File: config.mk
export PLATFORM = sky130hd
export DESIGN_NAME = xor_checked_frame_parser
export DESIGN_NICKNAME = d
export VERILOG_FILES = /design/src/hw/rtl/xcfp_pkg.sv /design/src/hw/rtl/xor_checked_frame_parser.sv
export SDC_FILE = /design/constraint.sdc
export NUM_CORES = 1
export LEC_CHECK = 0
export BUFFER_PORTS_ARGS = -buffer_cell sky130_fd_sc_hd__buf_2
export CORE_ASPECT_RATIO = 1.5
export CORE_MARGIN = 4
export CORE_UTILIZATION = 45
export DETAILED_ROUTE_END_ITERATION = 12
export GPL_TIMING_DRIVEN = 0
export PLACE_DENSITY = 0.72
export SLEW_MARGIN = 0
export SYNTH_ARGS = -nofsm -noshare
export SYNTH_HDL_FRONTEND = slang
export SYNTH_SLANG_ARGS = --single-unit
File: constraint.sdc
create_clock -name clock -period 14.42 [get_ports clock]
set_input_delay 1.442 -clock clock [delete_from_list [all_inputs] [get_ports clock]]
set_output_delay 1.442 -clock clock [all_outputs]
set_load 0.05 [all_outputs]
File: src/hw/rtl/xcfp_pkg.sv
`timescale 1ns / 1ps
// ----------------------------------------------------------------------------
// xcfp_pkg
// Types and constants for the checked frame parser: error codes, header fault
// codes, frame constants and the result word layout.
// ----------------------------------------------------------------------------
package xcfp_pkg;

   localparam logic [7:0]  PREAMBLE_BYTE  = 8'hFE;
   localparam logic [16:0] FRAME_OVERHEAD = 17'd5;
   localparam logic [15:0] COUNT_MAX      = 16'hFFFF;
   localparam logic [15:0] MIN_FRAME_LEN  = 16'd6;

   localparam int RSP_DATA_W = 24;

   typedef enum logic [2:0] {
      ERR_OK           = 3'd0,
      ERR_ONLY_PREAMBLE = 3'd1,
      ERR_BAD_START    = 3'd2,
      ERR_CMD_MISMATCH = 3'd3,
      ERR_BAD_END      = 3'd4,
      ERR_LENGTH       = 3'd5,
      ERR_CHECKSUM     = 3'd6
   } err_code_type;

   typedef enum logic [1:0] {
      HDR_NONE      = 2'd0,
      HDR_BAD_START = 2'd1,
      HDR_BAD_CMD   = 2'd2
   } hdr_err_type;

   typedef enum logic [1:0] {
      CSR_START_MARKER = 2'd0,
      CSR_END_MARKER   = 2'd1,
      CSR_EXP_COMMAND  = 2'd2
   } csr_index_type;

   typedef enum logic {
      KIND_DATA    = 1'b0,
      KIND_VERDICT = 1'b1
   } rsp_kind_type;

   typedef struct packed {
      logic [4:0]   pad;
      err_code_type error_code;
      logic [7:0]   status_byte;
      logic [7:0]   data_byte;
   } rsp_word_type;

endpackage

File: src/hw/rtl/xor_checked_frame_parser.sv
`timescale 1ns / 1ps
// ----------------------------------------------------------------------------
// xor_checked_frame_parser
// Streaming deframer for start/length/command/status/data/end/BCC replies.
// ----------------------------------------------------------------------------
// Takes one received byte per cycle while req_tready is high. Leading 0xFE
// preamble bytes are dropped; payload bytes from offset 6 come out as data
// words (kind 0) and the byte flagged tlast yields one verdict word (kind 1)
// with the status byte and an error code. Each accepted byte is evaluated in
// the cycle it is taken and its result lands in a single output register in
// the next cycle. req_tready stays high while the output register is empty or
// being drained. Discard payload of a frame whose verdict is not ok.
// Configuration writes are meant for an idle block.
// ----------------------------------------------------------------------------
module xor_checked_frame_parser (
   input  logic                            clock,
   input  logic                            reset,
   input  logic                            req_tvalid,
   output logic                            req_tready,
   input  logic [7:0]                      req_tdata,   // rx_byte
   input  logic                            req_tlast,   // last_byte
   output logic                            rsp_tvalid,
   input  logic                            rsp_tready,
   output logic [xcfp_pkg::RSP_DATA_W-1:0] rsp_tdata,   // data_byte, status_byte,
                                                        // error_code, zero pad
   output logic                            rsp_tuser,   // kind
   input  logic                            csr_we,
   input  logic [1:0]                      csr_addr,
   input  logic [15:0]                     csr_wdata
);
   import xcfp_pkg::*;

   logic [7:0]   start_marker_ff;
   logic [7:0]   end_marker_ff;
   logic [15:0]  exp_command_ff;

   logic         in_preamble_ff, in_preamble_in;
   logic [15:0]  byte_count_ff, byte_count_in;
   logic [15:0]  length_field_ff, length_field_in;
   logic [7:0]   running_xor_ff, running_xor_in;
   logic [7:0]   prev_byte_ff, prev_byte_in;
   hdr_err_type  hdr_err_ff, hdr_err_in;
   logic [7:0]   held_status_ff, held_status_in;

   logic         rsp_valid_ff, rsp_valid_in;
   rsp_word_type rsp_word_ff, rsp_word_in;
   rsp_kind_type rsp_kind_ff, rsp_kind_in;

   logic         accept;
   logic         emit;
   logic         skip_pre;
   logic [15:0]  total_len;
   logic [16:0]  len_plus;
   logic [16:0]  payload_end;
   err_code_type verdict;

   assign req_tready = !rsp_valid_ff || rsp_tready;
   assign accept     = req_tvalid && req_tready;
   assign skip_pre   = in_preamble_ff && (req_tdata == PREAMBLE_BYTE);

   // config
   always_ff @(posedge clock) begin
      if (reset) begin
         start_marker_ff <= 8'd2;
         end_marker_ff   <= 8'd3;
         exp_command_ff  <= 16'd0;
      end else if (csr_we) begin
         case (csr_addr)
            CSR_START_MARKER: start_marker_ff <= csr_wdata[7:0];
            CSR_END_MARKER:   end_marker_ff   <= csr_wdata[7:0];
            CSR_EXP_COMMAND:  exp_command_ff  <= csr_wdata;
            default: ;
         endcase
      end
   end

   always_comb begin
      in_preamble_in  = in_preamble_ff;
      byte_count_in   = byte_count_ff;
      length_field_in = length_field_ff;
      running_xor_in  = running_xor_ff;
      prev_byte_in    = prev_byte_ff;
      hdr_err_in      = hdr_err_ff;
      held_status_in  = held_status_ff;
      emit            = 1'b0;
      rsp_word_in     = '0;
      rsp_kind_in     = KIND_DATA;
      verdict         = ERR_OK;
      total_len       = (byte_count_ff < COUNT_MAX) ? byte_count_ff + 16'd1 : COUNT_MAX;

      // header capture for this byte, visible to a same-cycle verdict
      case (byte_count_ff)
         16'd0: if (req_tdata != start_marker_ff && hdr_err_ff == HDR_NONE)
                   hdr_err_in = HDR_BAD_START;
         16'd1: length_field_in = {req_tdata, 8'd0};
         16'd2: length_field_in = {length_field_ff[15:8], req_tdata};
         16'd3: if (req_tdata != exp_command_ff[15:8] && hdr_err_ff == HDR_NONE)
                   hdr_err_in = HDR_BAD_CMD;
         16'd4: if (req_tdata != exp_command_ff[7:0] && hdr_err_ff == HDR_NONE)
                   hdr_err_in = HDR_BAD_CMD;
         16'd5: held_status_in = req_tdata;
         default: ;
      endcase

      len_plus    = {1'b0, length_field_in} + FRAME_OVERHEAD;
      payload_end = {1'b0, length_field_in} + 17'd2;

      if (total_len < MIN_FRAME_LEN)                  verdict = ERR_LENGTH;
      else if (hdr_err_in == HDR_BAD_START)           verdict = ERR_BAD_START;
      else if (hdr_err_in == HDR_BAD_CMD)             verdict = ERR_CMD_MISMATCH;
      else if (prev_byte_ff != end_marker_ff)         verdict = ERR_BAD_END;
      else if (len_plus != {1'b0, total_len})         verdict = ERR_LENGTH;
      else if (req_tdata != running_xor_ff)           verdict = ERR_CHECKSUM;

      if (skip_pre) begin
         // restore header state untouched while skipping preamble
         length_field_in = length_field_ff;
         hdr_err_in      = hdr_err_ff;
         held_status_in  = held_status_ff;
         if (req_tlast) begin
            emit                   = 1'b1;
            rsp_kind_in            = KIND_VERDICT;
            rsp_word_in.error_code = ERR_ONLY_PREAMBLE;
         end
      end else if (req_tlast) begin
         emit                    = 1'b1;
         rsp_kind_in             = KIND_VERDICT;
         rsp_word_in.status_byte = held_status_in;
         rsp_word_in.error_code  = verdict;
      end else begin
         in_preamble_in = 1'b0;
         running_xor_in = running_xor_ff ^ req_tdata;
         prev_byte_in   = req_tdata;
         if (byte_count_ff < COUNT_MAX)
            byte_count_in = byte_count_ff + 16'd1;
         if (byte_count_ff >= 16'd6 && {1'b0, byte_count_ff} <= payload_end) begin
            emit                  = 1'b1;
            rsp_word_in.data_byte = req_tdata;
         end
      end

      if (req_tlast) begin
         in_preamble_in  = 1'b1;
         byte_count_in   = '0;
         length_field_in = '0;
         running_xor_in  = '0;
         prev_byte_in    = '0;
         hdr_err_in      = HDR_NONE;
         held_status_in  = '0;
      end

      if (accept)
         rsp_valid_in = emit;
      else
         rsp_valid_in = rsp_valid_ff && !rsp_tready;
   end

   always_ff @(posedge clock) begin
      if (reset) begin
         in_preamble_ff  <= 1'b1;
         byte_count_ff   <= '0;
         length_field_ff <= '0;
         running_xor_ff  <= '0;
         prev_byte_ff    <= '0;
         hdr_err_ff      <= HDR_NONE;
         held_status_ff  <= '0;
         rsp_valid_ff    <= 1'b0;
      end else begin
         rsp_valid_ff <= rsp_valid_in;
         if (accept) begin
            in_preamble_ff  <= in_preamble_in;
            byte_count_ff   <= byte_count_in;
            length_field_ff <= length_field_in;
            running_xor_ff  <= running_xor_in;
            prev_byte_ff    <= prev_byte_in;
            hdr_err_ff      <= hdr_err_in;
            held_status_ff  <= held_status_in;
         end
      end
   end

   // result payload, no reset needed
   always_ff @(posedge clock) begin
      if (accept && emit) begin
         rsp_word_ff <= rsp_word_in;
         rsp_kind_ff <= rsp_kind_in;
      end
   end

   assign rsp_tvalid = rsp_valid_ff;
   assign rsp_tdata  = rsp_word_ff;
   assign rsp_tuser  = rsp_kind_ff;

   // checks
   a_data_clean: assert property (@(posedge clock) disable iff (reset)
      (rsp_valid_ff && rsp_kind_ff == KIND_DATA) |->
         (rsp_word_ff.error_code == ERR_OK && rsp_word_ff.status_byte == 8'd0))
      else $error("data word carries verdict fields");

   a_frame_clear: assert property (@(posedge clock) disable iff (reset)
      (accept && req_tlast) |=> (in_preamble_ff && byte_count_ff == 16'd0 &&
                                 hdr_err_ff == HDR_NONE && running_xor_ff == 8'd0))
      else $error("frame state not cleared after last byte");

   a_code_range: assert property (@(posedge clock) disable iff (reset)
      rsp_valid_ff |-> (rsp_word_ff.error_code <= ERR_CHECKSUM))
      else $error("error code out of range");

   a_count_step: assert property (@(posedge clock) disable iff (reset)
      (accept && !req_tlast && !skip_pre && byte_count_ff != COUNT_MAX) |=>
         (byte_count_ff == $past(byte_count_ff) + 16'd1))
      else $error("byte counter did not advance");

   a_preamble_only: assert property (@(posedge clock) disable iff (reset)
      (accept && skip_pre && !req_tlast) |=> !rsp_valid_ff || $stable(rsp_word_ff))
      else $error("preamble byte produced a result");

endmodule
## Word level (Yosys, flattened, before mapping)

Cells that the tools add are included.

- Register bits: 112
- Bits of input ports: 32

- Add/subtract/negate cells: 3
- Mux-type cells: 36
- Bitwise operators: 3
- Equality and inequality tests: 17
- Reductions and logical operators: 22
- $lt $le $gt $ge: 4

Operators by type and width:

| operator | number |
|---|---|
| 16-bit 2-to-1 mux | 6 |
| 8-bit 2-to-1 mux | 7 |
| 8-bit != test | 5 |
| 16-bit by 2-bit == test with 1-bit output, second input constant | 2 |
| 16-bit by 3-bit == test with 1-bit output, second input constant | 2 |
| 16-bit one-hot mux with 2 select lines | 1 |
| 3-bit 2-to-1 mux | 7 |
| 16-bit by 2-bit adder with 17-bit output, second input constant | 1 |
| 16-bit by 3-bit adder with 17-bit output, second input constant | 1 |
| 16-bit by 17-bit less-or-equal comparator with 1-bit output | 1 |
| 17-bit by 16-bit != test with 1-bit output | 1 |
| 16-bit by 1-bit adder with 16-bit output, second input constant | 1 |
| 16-bit by 1-bit == test with 1-bit output, second input constant | 1 |
| 16-bit by 3-bit >= comparator with 1-bit output, second input constant | 1 |
| 16-bit logical NOT | 1 |
| 16-bit less-than comparator, second input constant | 1 |
| 16-bit by 3-bit less-than comparator with 1-bit output, second input constant | 1 |
| 11-bit 2-to-1 mux | 1 |
| 2-bit 2-to-1 mux | 5 |
| 8-bit == test, second input constant | 1 |
| 1-bit logical AND | 8 |
| 1-bit 2-to-1 mux | 8 |
| 2-bit AND reduction | 4 |
| 8-bit XOR | 1 |
| other kinds (12) | 17 |

## Depth between registers and ports, before layout

- Depth in word-level cells: 11
- Mapped depth: 21

## Least setup slack after synthesis

Ideal clock, no wire load.

- Kind: input -> register
- Start: input req_tdata[1]
- End: register rsp_word_ff, in the netlist rsp_tdata[0] (enable)
- Arrival time: 5.805 ns
- Stages: 16
- Setup slack: 8.187 ns
- Path buffers: 2
- Data required time: 13.992 ns
- Path through: clkbuf_1 > clkbuf_1 > nand2_1 > o31ai_1 > ha_1 > nand2_1 > or3_1 > xor2_1 > ha_1 > nand4_1 > a21oi_1 > o31a_1 > o21a_1 > o21ai_0 > a21oi_1 > a21boi_0

- Word-level cells in the longest chain between the ends: 8
- Elaborated cells between the ends (all ways): 10
- Those cells by class: add/sub: 1; order compare: 1; eq/ne: 1; mux: 4; reduce/logical: 3

RTL lines:

| what | line | RTL |
|---|---|---|
| from (decl) | xor_checked_frame_parser.sv:20 | `input logic [7:0] req_tdata,` |
| 16-bit one-hot mux with 2 select lines | xor_checked_frame_parser.sv:92 | `case (byte_count_ff)` |
| 16-bit by 2-bit adder with 17-bit output | xor_checked_frame_parser.sv:106 | `payload_end = {1'b0, length_field_in} + 17'd2;` |
| 16-bit by 17-bit less-or-equal comparator with 1-bit output | xor_checked_frame_parser.sv:136 | `if (byte_count_ff >= 16'd6 && {1'b0, byte_count_ff} <= payload_end) begin` |
| 1-bit logical AND | xor_checked_frame_parser.sv:136 |  |
| 1-bit 2-to-1 mux | xor_checked_frame_parser.sv:136 |  |
| 1-bit 2-to-1 mux | xor_checked_frame_parser.sv:125 | `end else if (req_tlast) begin` |
| 1-bit 2-to-1 mux * | xor_checked_frame_parser.sv:115 | `if (skip_pre) begin` |
| 1-bit logical AND * | xor_checked_frame_parser.sv:184 | `if (accept && emit) begin` |
| to (signal assigned) | xor_checked_frame_parser.sv:185 | `rsp_word_ff <= rsp_word_in;` |
| to (decl) | xor_checked_frame_parser.sv:46 | `rsp_word_type rsp_word_ff, rsp_word_in;` |

Mark *: on every way between the ends. The rest lies on a longest branch, timed or not.
A chain may end at the register's enable or synchronous reset.

## Final worst setup path

- Start: input req_tdata[1]
- End: register rsp_word_ff, in the netlist rsp_tdata[2] (enable)

The elaborated chain is that of the path after synthesis.

==> impl_metrics.yaml <==
worst_setup_path:
  critPathArrivalTime_ps: 5850
  reg2reg_depth: 20
  end_kind: "register"
  r2r_slack_ps: 8890
  crit_fanout: 19
  cp.required_ps: 14490
  start_kind: "input pin"
  timing_worst_setup_path_type: "input pin to register"
global_route:
  grt_overflow: 0
  grt_pass1_vias: 6502
  grt_max_degree: 24
  grt_usage: 0.249
  antenna_found_initial: 0
  grt_pass1_wl_um: 34300
power_and_ir_drop:
  powerDensity_nw_per_um2: 88.1
  p_leak_nw: 3.00
  ir_drop_uv: 70.7
run:
  maxCapViolations: 0
floorplanning:
  io-pin-count: 59
  fp.dieH_um: 161
  dieArea_um2: 17800
  initial_utilization: 0.462
  rows: 55
  die_w_um: 110
  core_area_um2: 15300
min_path:
  whs_path_depth: 2
  hold_path_class: "register to register"
yosys:
  syn_avg_cell_area_um2: 8.30
  synth-edff-count: 20
  synth_seq_cells: 112
  yosysUniqueCellTypes: 80
  yosysSeqAreaShare: 0.346
  syn-cell-area_um2: 7060
  yosys.area.top_type_share: 0.261
  yosysTopAreaCell: "dfxtp_1"
  synth_area_leaders: "dfxtp_1, edfxtp_1, xnor2_1"
  async_flop_share: 0
  ys.flop_type: "dfxtp_1"
  synth_cells: 851
  yosys_warnings: 0
detailed_routing:
  via_count: 6711
  drt-total-wl_um: 21800
  viasPerCell: 6.02
  post_drt_wl_per_cell_um: 19.6
  drt_iter0_markers: 483
  first_pass_iters: 5
  drc: 0
  ant_nets: 0
timing:
  finalSetupViolCount: 0
  finalHoldViolations: 0
  post-route-min-period_ps: 5780
  skew_ps: 9.11
  rsz0062_at_grt: "no"
  hold_slack_ps: 471
  fin_ws_ps: 8640
  relSlewSlack: 0.407
  drv_slew: 0
  max_clock_freq_ghz: 0.173
  worstMarginPinSlew_ps: 882
  fin_setup_tns_ps: 0
  finalCritPeriodShare: 0.401
placement:
  hpwl_um: 16700
  post-place-ws_ps: 8320
  dp.cells: 1099
  numPortBuffers: 44
  gp_congestion: 1.02
cts:
  cts_resized: 0
  post_cts.repair.setup_buffers: 0
  clockBufferDepth: 2
  cts_buffers: 9
  cts_root_buf: "clkbuf_16"
  clk-insertion-delay-late_ps: 360
  postCtsHoldBufs: 0
  cts_sinks: 112
  htreeDepth: 3
  tritoncts: "built"
  path_clk_slew_ps: 80
finish:
  fillers: 1546
  area_growth_pct: 11.6
  final_nets: 966
  num_antenna_cells: 0
  fin_cells: 1115
  drive_gt1_frac: 0.102
outcome:
  status: "finished clean"
[through the flow]
stage / total power [W] / area [um^2] / utilization
floorplan: 0.000408 / 7080 / -
global placement: 0.000435 / 7550 / 0.494
detailed placement: 0.000437 / 7570 / 0.495
CTS: 0.000695 / 7880 / 0.516
global route: 0.000714 / 7880 / 0.516
finish: 0.000695 / 7880 / 0.516
[synth_stat cells, drive strengths merged, types with 3 or more instances]
cell type and number:
a22o 11, or2 4, o21ai 34, edfxtp 20, nor4 13, or3 5
buf 15, nand2 91, nor3 21, xnor2 43, clkbuf 49, dfxtp 92
nand4 20, a32oi 3, and4 4, a22oi 42, a31oi 6, and3 6
nor2 95, mux2i 16, a211o 3, nand4b 3, or4 3, o21a 3
o211a 8, a2111oi 4, and2 9, ha 23, nand3b 7, inv 17
a21o 8, a21oi 57, nand3 20, o211ai 4, a21boi 3, nor2b 13
xor2 41
[registers in the layout, summed over array words and instances, names as in the netlist, 2 cells and up]
register	flops
hdr_err_ff	2
running_xor_ff	8
rsp_tdata	19
length_field_ff	16
end_marker_ff	8
byte_count_ff	16
held_status_ff	8
exp_command_ff	16
start_marker_ff	8
prev_byte_ff	8
[critical path: stages]
cell and delay, ps:
clkbuf_1 550, clkbuf_1 540, nand2_1 100, o31ai_1 250
ha_1 340, nand2_1 140, or3_1 390, nor2b_1 150
xnor2_1 90, ha_1 370, nand3_1 150, nor4_1 330
nand4_1 210, a21oi_1 190, a21oi_1 140, a21boi_2 250
buf_8 200
[layer usage]
layer  share of wire  GRT usage  wire length [um]
met5               0          0                 0
met4           0.074      0.163              1610
met2            0.51      0.431             11000
met1            0.37      0.277              8050
met3           0.051     0.0344              1110
[area by class of cell]
cell class | instances | area (um^2) | share of cell area
Sequential cell | 112 | 2440 | 0.310
Clock buffer | 9 | 225 | 0.0286
Tap cell | 199 | 249 | 0.0316
Timing Repair Buffer | 45 | 235 | 0.0298
Multi-Input combinational cell | 662 | 4280 | 0.543
Buffer | 64 | 299 | 0.0379
Inverter | 17 | 63.8 | 0.00809
Clock inverter | 7 | 91.3 | 0.0116
[logic make-up (layout without fill, tap and decap cells)]
family          count (synthesis)  count (layout)  share of synthesized area
flops                         112             112                      0.346
compound gates                210             210                      0.205
mux                            17              17                     0.0243
fa+ha+maj                      23              23                     0.0407
other cells                     1               5                   0.000531
buf+inv                        81             142                     0.0514
simple gates                  323             323                      0.228
xor+xnor                       84              84                      0.104
[path summary, 6_finish.rpt]
path,from,to
max,req_tdata[1],rsp_tdata[2]
min reg2reg,exp_command_ff[0],exp_command_ff[0]
min,exp_command_ff[0],exp_command_ff[0]
max reg2reg,byte_count_ff[1],rsp_tdata[2]
[report_power, final]
part	internal, W	leakage (nW)	switching [W]
clock network	0.000126	0.152	0.000138
registers	0.000326	0.942	0.00000598
logic	0.0000323	1.90	0.0000667
total	0.000484	3.00	0.000210
[cell usage in the layout, fill, tap and decap left out, drive strengths merged, types with 7 or more instances in the layout]
cell type	n
nand2	91
nor4	13
a22o	11
dfxtp	92
a21o	8
o21ai	34
a22oi	42
xnor2	43
a21oi	57
buf	60
o211a	8
ha	23
clkbuf	58
xor2	41
nor2b	13
nand3	20
and2	9
nand3b	7
mux2i	16
nor3	21
inv	20
nand4	20
edfxtp	20
nor2	95
Note: power is estimated with default switching activity, not from simulation.
